File: config.mk
export PLATFORM = sky130hd
export DESIGN_NAME = sound_level_peak_meter
export DESIGN_NICKNAME = d
export VERILOG_FILES = /design/src/rtl/core/slpm_pkg.sv /design/src/rtl/core/slpm_window.sv /design/src/rtl/core/slpm_scale.sv /design/src/rtl/core/sound_level_peak_meter.sv
export SDC_FILE = /design/constraint.sdc
export NUM_CORES = 1
export LEC_CHECK = 0
export BUFFER_PORTS_ARGS = -buffer_cell sky130_fd_sc_hd__buf_2
export CAP_MARGIN = 20
export CORE_ASPECT_RATIO = 1.1
export CORE_MARGIN = 2
export CORE_UTILIZATION = 35
export DETAILED_ROUTE_END_ITERATION = 16
export PLACE_DENSITY = 0.58
export SLEW_MARGIN = 0
export SYNTH_ARGS = -nofsm -noshare
export SYNTH_HDL_FRONTEND = slang
export SYNTH_HIERARCHICAL = 1
export SYNTH_SLANG_ARGS = --single-unit
File: constraint.sdc
create_clock -name clk -period 6.6 [get_ports clk]
set_clock_uncertainty 0.15 [all_clocks]
set_input_delay 0.99 -clock clk [delete_from_list [all_inputs] [get_ports clk]]
set_output_delay 0.99 -clock clk [all_outputs]
set_load 0.01 [all_outputs]
File: src/rtl/core/slpm_pkg.sv
// ----------------------------------------------------------------------------
// Sound level peak meter package
// Shared widths, reset values, register and class codes, and the class test.
// ----------------------------------------------------------------------------
package slpm_pkg;

  // Converter sample width; the scaling divisor is its full scale 2^W - 1.
  localparam int SAMPLE_W   = 12;
  localparam int WIN_W      = 8;
  localparam int MV_W       = 12;
  localparam int CFG_IDX_W  = 2;
  localparam int CFG_DATA_W = 12;

  localparam logic [SAMPLE_W-1:0] FULL_SCALE = {SAMPLE_W{1'b1}};
  localparam logic [SAMPLE_W-1:0] MV_FULL    = SAMPLE_W'(3300);

  localparam int AVG_WINDOWS_DEF = 5;

  localparam logic [WIN_W-1:0] WINDOW_RESET = WIN_W'(200);
  localparam logic [MV_W-1:0]  QUIET_RESET  = MV_W'(3);
  localparam logic [MV_W-1:0]  NORMAL_RESET = MV_W'(10);
  localparam logic [MV_W-1:0]  LOUD_RESET   = MV_W'(25);

  typedef enum logic [CFG_IDX_W-1:0] {
    CFG_WINDOW_SAMPLES,
    CFG_QUIET_LIMIT,
    CFG_NORMAL_LIMIT,
    CFG_LOUD_LIMIT
  } cfg_reg_t;

  typedef enum logic [1:0] {
    LVL_QUIET,
    LVL_NORMAL,
    LVL_LOUD,
    LVL_OBNOXIOUS
  } level_t;

  typedef struct packed {
    logic [MV_W-1:0] quiet;
    logic [MV_W-1:0] normal;
    logic [MV_W-1:0] loud;
  } limits_t;

  // Width of the span accumulator: one sample span per averaged window.
  function automatic int span_width(input int windows);
    return SAMPLE_W + $clog2(windows + 1);
  endfunction

  // Tests run in order so that misordered limits resolve to the first match.
  function automatic level_t classify(input logic [MV_W-1:0] mv, input limits_t lim);
    level_t lvl;
    priority if (mv < lim.quiet) begin
      lvl = LVL_QUIET;
    end else if (mv < lim.normal) begin
      lvl = LVL_NORMAL;
    end else if (mv < lim.loud) begin
      lvl = LVL_LOUD;
    end else begin
      lvl = LVL_OBNOXIOUS;
    end
    return lvl;
  endfunction

endpackage

File: src/rtl/core/slpm_window.sv
// ----------------------------------------------------------------------------
// Peak-to-peak window tracker
// Registers each sample, folds it into the running extremes and closes
// windows; hands the span total on after the last window of an average.
// ----------------------------------------------------------------------------
module slpm_window import slpm_pkg::*; #(
  parameter int AVG_WINDOWS = AVG_WINDOWS_DEF
) (
  input  logic                                clk,
  input  logic                                rst,
  input  logic [WIN_W-1:0]                    window_samples,
  input  logic [SAMPLE_W-1:0]                 sample,
  input  logic                                sample_valid,
  output logic                                sample_ready,
  output logic                                total_valid,
  output logic [span_width(AVG_WINDOWS)-1:0]  total,
  input  logic                                total_ready
);

  localparam int SPAN_W = span_width(AVG_WINDOWS);
  localparam int WD_W   = $clog2(AVG_WINDOWS + 1);

  logic                s0_valid;
  logic [SAMPLE_W-1:0] s0_sample;

  logic [SAMPLE_W-1:0] running_max;
  logic [SAMPLE_W-1:0] running_min;
  logic [WIN_W-1:0]    samples_in_window;
  logic [WD_W-1:0]     windows_done;
  logic [SPAN_W-1:0]   span_total;

  logic [WIN_W-1:0]    limit;
  logic [SAMPLE_W-1:0] running_max_next;
  logic [SAMPLE_W-1:0] running_min_next;
  logic [WIN_W-1:0]    samples_in_window_next;
  logic [WD_W-1:0]     windows_done_next;
  logic [SPAN_W-1:0]   span_total_next;
  logic                window_close;
  logic                emit;
  logic                s0_take;

  always_comb begin
    limit = (window_samples == '0) ? WIN_W'(1) : window_samples;
    running_max_next = (s0_sample > running_max) ? s0_sample : running_max;
    running_min_next = (s0_sample < running_min) ? s0_sample : running_min;
    samples_in_window_next = samples_in_window + WIN_W'(1);
    // A wrapped count also closes, so a lowered length cannot strand a window.
    window_close = (samples_in_window_next == '0) || !(samples_in_window_next < limit);
    span_total_next = span_total + SPAN_W'(running_max_next - running_min_next);
    windows_done_next = windows_done + WD_W'(1);
    emit = window_close && (windows_done_next == WD_W'(AVG_WINDOWS));
  end

  assign s0_take      = s0_valid && (!emit || !total_valid || total_ready);
  assign sample_ready = !s0_valid || s0_take;

  always_ff @(posedge clk) begin
    if (rst) begin
      s0_valid          <= 1'b0;
      total_valid       <= 1'b0;
      running_max       <= '0;
      running_min       <= FULL_SCALE;
      samples_in_window <= '0;
      windows_done      <= '0;
      span_total        <= '0;
    end else begin
      if (sample_ready) begin
        s0_valid <= sample_valid;
      end
      if (!total_valid || total_ready) begin
        total_valid <= s0_take && emit;
      end
      if (s0_take) begin
        if (!window_close) begin
          running_max       <= running_max_next;
          running_min       <= running_min_next;
          samples_in_window <= samples_in_window_next;
        end else begin
          running_max       <= '0;
          running_min       <= FULL_SCALE;
          samples_in_window <= '0;
          if (emit) begin
            windows_done <= '0;
            span_total   <= '0;
          end else begin
            windows_done <= windows_done_next;
            span_total   <= span_total_next;
          end
        end
      end
    end
  end

  always_ff @(posedge clk) begin
    if (sample_valid && sample_ready) begin
      s0_sample <= sample;
    end
    if (s0_take && emit) begin
      total <= span_total_next;
    end
  end

  a_extremes_ordered : assert property (@(posedge clk) disable iff (rst)
    (samples_in_window != '0) |-> (running_max >= running_min))
    else $error("running extremes out of order inside an open window");

  a_windows_below_avg : assert property (@(posedge clk) disable iff (rst)
    windows_done < WD_W'(AVG_WINDOWS))
    else $error("window count reached the averaging length");

  a_restart_after_emit : assert property (@(posedge clk) disable iff (rst)
    (s0_take && emit) |=> (span_total == '0 && windows_done == '0 && total_valid))
    else $error("accumulator did not restart after a total was handed on");

endmodule

File: src/rtl/core/slpm_scale.sv
// ----------------------------------------------------------------------------
// Span averaging and millivolt scaling
// Four register stages: average, scaled product, millivolts, classified beat.
// ----------------------------------------------------------------------------
module slpm_scale import slpm_pkg::*; #(
  parameter int AVG_WINDOWS = AVG_WINDOWS_DEF
) (
  input  logic                                clk,
  input  logic                                rst,
  input  limits_t                             limits,
  input  logic                                total_valid,
  input  logic [span_width(AVG_WINDOWS)-1:0]  total,
  output logic                                total_ready,
  output logic                                result_valid,
  input  logic                                result_ready,
  output logic [1:0]                          level_class,
  output logic [MV_W-1:0]                     millivolts,
  output logic [SAMPLE_W-1:0]                 average_span
);

  localparam int SPAN_W    = span_width(AVG_WINDOWS);
  // Rounded-up reciprocal; the error times the largest total stays below 2^shift.
  localparam int DIV_SHIFT = SPAN_W + 3;
  localparam int RECIP_W   = DIV_SHIFT + 1;
  localparam logic [RECIP_W-1:0] RECIP =
    RECIP_W'(((1 << DIV_SHIFT) + AVG_WINDOWS - 1) / AVG_WINDOWS);
  localparam int PROD_W    = 2 * SAMPLE_W;

  logic                    avg_valid;
  logic [SAMPLE_W-1:0]     avg;
  logic                    prod_valid;
  logic [PROD_W-1:0]       prod;
  logic [SAMPLE_W-1:0]     prod_avg;
  logic                    mv_valid;
  logic [MV_W-1:0]         mv;
  logic [SAMPLE_W-1:0]     mv_avg;

  logic [SPAN_W+RECIP_W-1:0] quot_full;
  logic [SAMPLE_W-1:0]       avg_next;
  logic [PROD_W-1:0]         prod_next;
  logic [SAMPLE_W-1:0]       prod_high;
  logic [SAMPLE_W:0]         prod_rem;
  logic [MV_W-1:0]           mv_next;

  logic res_free;
  logic mv_ready;
  logic prod_ready;
  logic avg_ready;

  assign res_free    = !result_valid || result_ready;
  assign mv_ready    = !mv_valid || res_free;
  assign prod_ready  = !prod_valid || mv_ready;
  assign avg_ready   = !avg_valid || prod_ready;
  assign total_ready = avg_ready;

  always_comb begin
    quot_full = {{RECIP_W{1'b0}}, total} * {{SPAN_W{1'b0}}, RECIP};
    avg_next  = quot_full[DIV_SHIFT +: SAMPLE_W];
    prod_next = {{SAMPLE_W{1'b0}}, avg} * {{SAMPLE_W{1'b0}}, MV_FULL};
    // Division by 2^W - 1: high part plus one correction, since the
    // remainder estimate stays below twice the divisor.
    prod_high = prod[PROD_W-1:SAMPLE_W];
    prod_rem  = {1'b0, prod[SAMPLE_W-1:0]} + {1'b0, prod_high};
    mv_next   = MV_W'(prod_high) + MV_W'(prod_rem >= {1'b0, FULL_SCALE});
  end

  always_ff @(posedge clk) begin
    if (rst) begin
      avg_valid    <= 1'b0;
      prod_valid   <= 1'b0;
      mv_valid     <= 1'b0;
      result_valid <= 1'b0;
    end else begin
      if (avg_ready) begin
        avg_valid <= total_valid;
      end
      if (prod_ready) begin
        prod_valid <= avg_valid;
      end
      if (mv_ready) begin
        mv_valid <= prod_valid;
      end
      if (res_free) begin
        result_valid <= mv_valid;
      end
    end
  end

  always_ff @(posedge clk) begin
    if (avg_ready && total_valid) begin
      avg <= avg_next;
    end
    if (prod_ready && avg_valid) begin
      prod     <= prod_next;
      prod_avg <= avg;
    end
    if (mv_ready && prod_valid) begin
      mv     <= mv_next;
      mv_avg <= prod_avg;
    end
    if (res_free && mv_valid) begin
      level_class  <= classify(mv, limits);
      millivolts   <= mv;
      average_span <= mv_avg;
    end
  end

  a_mv_in_range : assert property (@(posedge clk) disable iff (rst)
    result_valid |-> (millivolts <= MV_FULL))
    else $error("millivolt result above full scale");

  a_quiet_below_limit : assert property (@(posedge clk) disable iff (rst)
    (result_valid && level_class == LVL_QUIET) |-> (millivolts < limits.quiet))
    else $error("quiet class given at or above the quiet limit");

  a_stage_moves : assert property (@(posedge clk) disable iff (rst)
    (mv_valid && res_free) |=> result_valid)
    else $error("scaled value lost between the last two stages");

endmodule

File: src/rtl/core/sound_level_peak_meter.sv
// ----------------------------------------------------------------------------
// Sound level peak meter
// Peak-to-peak envelope meter with averaged span, millivolt scale and class.
// ----------------------------------------------------------------------------
// The meter takes one 12-bit unsigned converter sample per beat and accepts a
// new beat in every clock cycle, unless a sample closing an average meets a
// full scaler. Each sample updates a running maximum and minimum; after
// window_samples samples (0 acts as 1) the window's span is added to a total,
// and after AVG_WINDOWS windows one result beat carries the average span, that
// span scaled to millivolts (times 3300, divided by 4095, truncated) and a
// loudness class from the three millivolt limits, tested quiet, normal, loud in
// that order. A result becomes valid once the sample that closes its last
// window has been accepted and has passed one input register, the window
// register and four scaling stages (averaging multiply, millivolt multiply,
// divide by full scale, classification), each stage stalling only when the
// one after it is full. Configuration writes take effect on the next clock
// edge and should be made while no sample is in flight.
// ----------------------------------------------------------------------------
module sound_level_peak_meter import slpm_pkg::*; #(
  parameter int AVG_WINDOWS = AVG_WINDOWS_DEF
) (
  input  logic                  clk,
  input  logic                  rst,
  input  logic                  cfg_we,
  input  logic [CFG_IDX_W-1:0]  cfg_index,
  input  logic [CFG_DATA_W-1:0] cfg_data,
  input  logic [SAMPLE_W-1:0]   sample,
  input  logic                  sample_valid,
  output logic                  sample_ready,
  output logic [1:0]            level_class,
  output logic [MV_W-1:0]       millivolts,
  output logic [SAMPLE_W-1:0]   average_span,
  output logic                  result_valid,
  input  logic                  result_ready
);

  localparam int SPAN_W = span_width(AVG_WINDOWS);

  // Configuration registers.
  logic [WIN_W-1:0] window_samples;
  limits_t          limits;

  // Span total beat between the window tracker and the scaler.
  logic              total_valid;
  logic [SPAN_W-1:0] total;
  logic              total_ready;

  // All four indexes name a register, so every write lands somewhere.
  always_ff @(posedge clk) begin
    if (rst) begin
      window_samples <= WINDOW_RESET;
      limits.quiet   <= QUIET_RESET;
      limits.normal  <= NORMAL_RESET;
      limits.loud    <= LOUD_RESET;
    end else if (cfg_we) begin
      unique case (cfg_reg_t'(cfg_index))
        CFG_WINDOW_SAMPLES: window_samples <= cfg_data[WIN_W-1:0];
        CFG_QUIET_LIMIT:    limits.quiet   <= cfg_data[MV_W-1:0];
        CFG_NORMAL_LIMIT:   limits.normal  <= cfg_data[MV_W-1:0];
        CFG_LOUD_LIMIT:     limits.loud    <= cfg_data[MV_W-1:0];
      endcase
    end
  end

  // Window tracking: extremes, sample and window counts, span total.
  slpm_window #(
    .AVG_WINDOWS (AVG_WINDOWS)
  ) u_window (
    .clk            (clk),
    .rst            (rst),
    .window_samples (window_samples),
    .sample         (sample),
    .sample_valid   (sample_valid),
    .sample_ready   (sample_ready),
    .total_valid    (total_valid),
    .total          (total),
    .total_ready    (total_ready)
  );

  // Averaging, millivolt scaling and classification into the result register.
  slpm_scale #(
    .AVG_WINDOWS (AVG_WINDOWS)
  ) u_scale (
    .clk          (clk),
    .rst          (rst),
    .limits       (limits),
    .total_valid  (total_valid),
    .total        (total),
    .total_ready  (total_ready),
    .result_valid (result_valid),
    .result_ready (result_ready),
    .level_class  (level_class),
    .millivolts   (millivolts),
    .average_span (average_span)
  );

endmodule
== Word level (Yosys, flattened, before mapping) ==
Cells that the tools add are included.

* Add/subtract/negate cells: 6
* Multiply operators: 2
* Magnitude comparators: 7
* Equal/unequal tests: 4
* Multiplexer cells: 10
* Reduce and logical (&&, ||, !) cells: 34

{| class="wikitable"
|+ Operators by type and width
! kind !! number
|-
| $lt 12x12->1 || 4
|-
| $mux 12 || 4
|-
| $mul 15x16->30 const B || 1
|-
| $mul 12x10->22 const B || 1
|-
| $logic_not 8->1 || 2
|-
| $mux 8 || 2
|-
| $add 15x15->15 || 1
|-
| $mux 15 || 1
|-
| $add 12x12->13 || 1
|-
| $ge 13x12->1 const B || 1
|-
| $sub 12x12->13 || 1
|-
| $add 12x1->12 || 1
|-
| $gt 12x12->1 || 1
|-
| $reduce_and 2->1 || 5
|-
| $logic_or 1x1->1 || 9
|-
| $add 8x1->8 const B || 1
|-
| $logic_and 1x1->1 || 8
|-
| $logic_not 1->1 || 8
|-
| $lt 8x8->1 || 1
|-
| $eq 2x2->1 const B || 2
|-
| $add 3x1->3 const B || 1
|-
| $eq 3x3->1 const B || 1
|-
| $mux 3 || 1
|-
| $eq 2x1->1 const B || 1
|-
| 3 further kinds || 4
|}

* Bits in registers: 223
* Bits of input ports: 31
* Output and inout bits: 28
* Word-level logic and storage cells: 89

== Logic depth before layout (Yosys ltp) ==
* Word-level depth: 12
* Gate-level depth with buffers: 29
* Gate-level depth less buffers: 28

== Cells and area by module ==
Netlist, hierarchy kept.

{| class="wikitable"
|+ Modules (own cells, without submodules)
! module !! times used !! cells each !! area an instance (um^2) !! sequential area each (um^2)
|-
| slpm_scale || 1 || 914 || 10152.2 || 2872.8
|-
| slpm_window || 1 || 638 || 5472.7 || 1851.8
|-
| sound_level_peak_meter || 1 || 169 || 1789.2 || 880.8
|}

== Worst setup path after synthesis ==
Ideal clock, no wire load.

* Path type: reg2reg
* From: register u_window.total[13]
* To: register u_scale.avg[8], data pin
* Library setup time: 0.135 ns
* Arrival time: 5.658 ns
* Data required time: 6.315 ns
* Slack: 0.657 ns
* Cell stages (with the launch flop): 22
* Buffers on the path: 0
* Clock period less this slack: 5.943 ns
* Cell sequence: edfxtp_1 -> inv_1 -> ha_1 -> inv_1 -> ha_1 -> a21o_1 -> fa_1 -> inv_1 -> fa_1 -> inv_1 -> fa_1 -> inv_1 -> fa_1 -> inv_1 -> ha_1 -> a211o_1 -> a31o_1 -> a221o_1 -> a311oi_4 -> o31ai_2 -> or4_1 -> nand3_1

* Word-level cells in the longest chain between the ends: 1

{| class="wikitable"
|+ Ends and longest elaborated chain
! element !! line !! text
|-
| start, declared || slpm_window.sv:16 || <nowiki>output logic [span_width(AVG_WINDOWS)-1:0] total,</nowiki>
|-
| start signal, assigned || slpm_window.sv:99 || <nowiki>total <= span_total_next;</nowiki>
|-
| $mul 15x16->30 || slpm_scale.sv:57 || <nowiki>quot_full = {{RECIP_W{1'b0}}, total} * {{SPAN_W{1'b0}}, RECIP};</nowiki>
|-
| named net u_scale.avg_next[8] || slpm_scale.sv:39 || <nowiki>logic [SAMPLE_W-1:0] avg_next;</nowiki>
|-
| end signal, assigned || slpm_scale.sv:91 || <nowiki>avg <= avg_next;</nowiki>
|-
| end, declared || slpm_scale.sv:30 || <nowiki>logic [SAMPLE_W-1:0] avg;</nowiki>
|}

The timed path passes the listed nets, and every way through them passes these cells.
A chain may end at the register's enable or synchronous reset.

== Worst setup path in the final report ==
Ends and elaborated chain as after synthesis.

==> reports/results.ini <==
[synthesis]
synth-async-reset-ratio_pct = 0
yosys.area.top_type = edfxtp_1
synthTopCellsByArea = edfxtp_1 21%, ha_1 20%, dfxtp_1 11%, fa_1 10%, inv_1 5.3%
ys_types = 81
synth_area_per_cell_sq_um = 10.1
synth_fp_nets = 2122
ys_ff_latch = 220
ys.flop_type = edfxtp_1
synthCells = 1721
seq_area_frac_synth_pct = 32.2
syn_area_sq_um = 17400
synth_edf_count = 120
yosys_warnings = 6
yosysTopAreaCellShare_pct = 20.7

[worst_setup_path]
cp.required_ns = 6.85
critical_path.max_stage_delay_ns = 0.57
startpoint_type = flop
path_max_fanout = 7
arrival_ns = 6.43
crit_top_cell = inv_1
cp-end-kind = flop
worstPathCellList = inv_1 > ha_1 > inv_1 > ha_1 > a21o_1 > fa_1 > inv_1 > fa_1 > inv_1 > fa_1 > inv_1 > fa_1 > inv_1 > ha_1 > a211o_1 > a31o_1 > a221o_1 > a311oi_4 > o31ai_2 > or4_1 > nand3_1
critPathKind = flop to flop
slowest_stage = fa_1

[final_layout]
nFillCells = 4771
n_antenna_cell = 0
layoutNonFillerInstCount = 2453
drive_gt1_share_pct = 8.94
multi_input_area_sq_um = 10700
final-seq-area_sq_um = 5610
syn2layout_area_growth_pct = 11.4
layout.nets = 2183

[floorplanning]
die_h_um = 238
die_area_sq_um = 51600
core_area_sq_um = 49000
ios = 59
die_x_um = 217
start_util_pct = 35.5
rows = 85

[detailed_routing]
dr.pass1.iters = 5
wl_um = 36800
vias_per_cell = 4.98
vias = 12200
final_antenna_net_count = 0
post-route-drc-count = 0
drt_iter0_markers = 534
avgRoutedWirePerCell_um = 15.0

[sta]
whs_ns = 0.271
worst_pin_slew_ns = 0.815
tns_ns = 0
rsz0062_at_grt = false
slew_headroom_pct = 45.7
setup_viol = 0
fin_crit_ns = 6.18
hold_viol = 0
max_freq_mhz = 162
period_share_pct = 93.6
report.final.slew_viol_count = 0

[placed_design]
dp_cells = 2405
port-buffer-count = 58
place_hpwl_um = 29300
place_congestion = 0.879

[min_path]
hold_path_class = flop to flop

[global_route]
use_met2_pct = 26.8
grt_usage_pct = 14.4
grt_pass1_wl_um = 60900
grt_use_met1_pct = 17.2
grt-busiest-layer = met2
grt_pass1_vias = 12500
antenna_found_initial = 0
grt.overflow.total = 0
grt_max_degree = 121
grt_use_met3_pct = 1.75

[power]
ir_worst_vdd_uv = 175
power_uw = 3580
power_density_nw_per_um2 = 185
power.leakage_uw = 0.00889

[clock_network]
cts_root_buf = clkbuf_16
insertion_delay_ns = 0.55
clk_path_buf_depth = 3
cts.sinks = 220
cts_resized = 0
htreeDepth = 1
cts.clk_slew.worst_paths_ns = 0.06
numCtsBuffers = 25
hold_buffers = 0
cts_tree = yes

[run_status]
outcome = finished, final reports clean

[run]
maxCapViolCount = 0

[layout by cell type, fill, tap and decap left out, types with 14 or more instances in the layout]
cell and count:
mux2i_1 47, nor2_1 109, dfxtp_1 100, nand2b_1 58
a22oi_1 16, o21ai_0 43, inv_1 246, clkbuf_16 26
a21o_1 36, a21oi_1 106, nor3_1 18, buf_2 57
buf_4 16, edfxtp_1 120, xor2_1 30, xnor2_1 55
fa_1 88, ha_1 282, nand2_1 59, nand4_1 14
nand3_1 47
[final timing paths]
kind / from / to / slack (ns) / cells after the start
max: u_window/total[13] / u_scale/avg[8] / 0.42 / 21
min: u_scale/prod_avg[10] / u_scale/mv_avg[10] / 0.27 / 0
max reg2reg: u_window/total[13] / u_scale/avg[8] / 0.42 / 21
min reg2reg: u_scale/prod_avg[10] / u_scale/mv_avg[10] / 0.27 / 0
[cells by family after synthesis]
logic type               share of synthesized area, %
buffers and inverters                            6.44
adder cells (fa/ha/maj)                          30.4
multiplexers                                     2.97
flip-flops                                       32.2
XOR/XNOR                                         4.28
AO/OA/AOI/OAI                                    12.4
AND/OR/NAND/NOR                                  11.3
[synth_stat cells (all sizes together), types with 4 or more instances]
library cell / instances
a41o: 4
or2: 13
fa: 88
xor2: 30
nand3: 47
ha: 282
nand2: 59
o31ai: 6
edfxtp: 120
o211ai: 7
o21bai: 13
nor2: 109
mux2i: 48
a211oi: 14
a21oi: 111
a21boi: 5
a31oi: 8
dfxtp: 100
o21ai: 50
xnor2: 55
buf: 18
nor3: 19
and2: 7
nand4: 14
o22ai: 4
a21o: 36
and3: 12
a211o: 5
o21a: 13
and4: 5
inv: 246
a22oi: 16
clkbuf: 23
nand2b: 58
nor4: 9
nand3b: 5
nor2b: 15
[flip-flops by register name, summed over array words and instances (netlist names), 2 cells and up]
name and count:
u_window/samples_in_window 8, u_scale/millivolts 12, u_scale/mv 12, u_window/total 15, u_window/running_min 12, limits 36
u_scale/average_span 12, u_scale/mv_avg 12, u_window/span_total 15, u_window/running_max 12, window_samples 8, u_scale/prod 19
u_scale/avg 12, u_window/s0_sample 12, u_scale/level_class 2, u_scale/prod_avg 12, u_window/windows_done 3
[per-stage QoR]
| stage | util (%) | setup WS (ns) | area [sq um] |
|---|---|---|---|
| 2_1_floorplan | - | 0.657 | 17400 |
| 3_3_place_gp | 37.6 | 0.368 | 18400 |
| 3_5_place_dp | 37.7 | 0.295 | 18500 |
| 4_1_cts | 39.5 | 0.240 | 19400 |
| 5_1_grt | 39.6 | 0.0000338 | 19400 |
| 6_report | 39.6 | 0.422 | 19400 |
[repair_timing]
item,CTS,global route
endpoints found under the setup margin,0,3
buffers inserted,0,1
hold endpoints to repair,0,0
[layer usage]
layer	part of all wire, %	wire length, um
met1	43	16000
met2	51	18900
met3	2.6	947
met4	2.8	1050
met5	0	0
[final cells by class]
cell class,instances,area share [%]
clock buffer,28,3.50
clock inverter,18,1.12
inverter,246,4.76
multi-input combinational,1214,55.2
sequential,220,28.9
tap,652,4.21
timing repair buffer,75,2.29
[worst max-delay path: cells and delay by family, from the launching register on]
| kind | cells | cell delay [ns] |
|---|---|---|
| buffers and inverters | 6 | 0.34 |
| and+or+nand+nor | 2 | 0.52 |
| DFF | 1 | 0.40 |
| AOI/OAI and AO/OA | 6 | 1.52 |
| adders and majority gates | 7 | 3.09 |
[power breakdown]
part           internal (uW)  total, uW  leakage, uW  switching, uW
Clock                    903       1500     0.000436            594
Combinational            240        586      0.00656            346
Sequential              1470       1500      0.00190           24.0
Total                   2620       3580      0.00889            964
No activity file was read; power rests on OpenSTA's default activity.
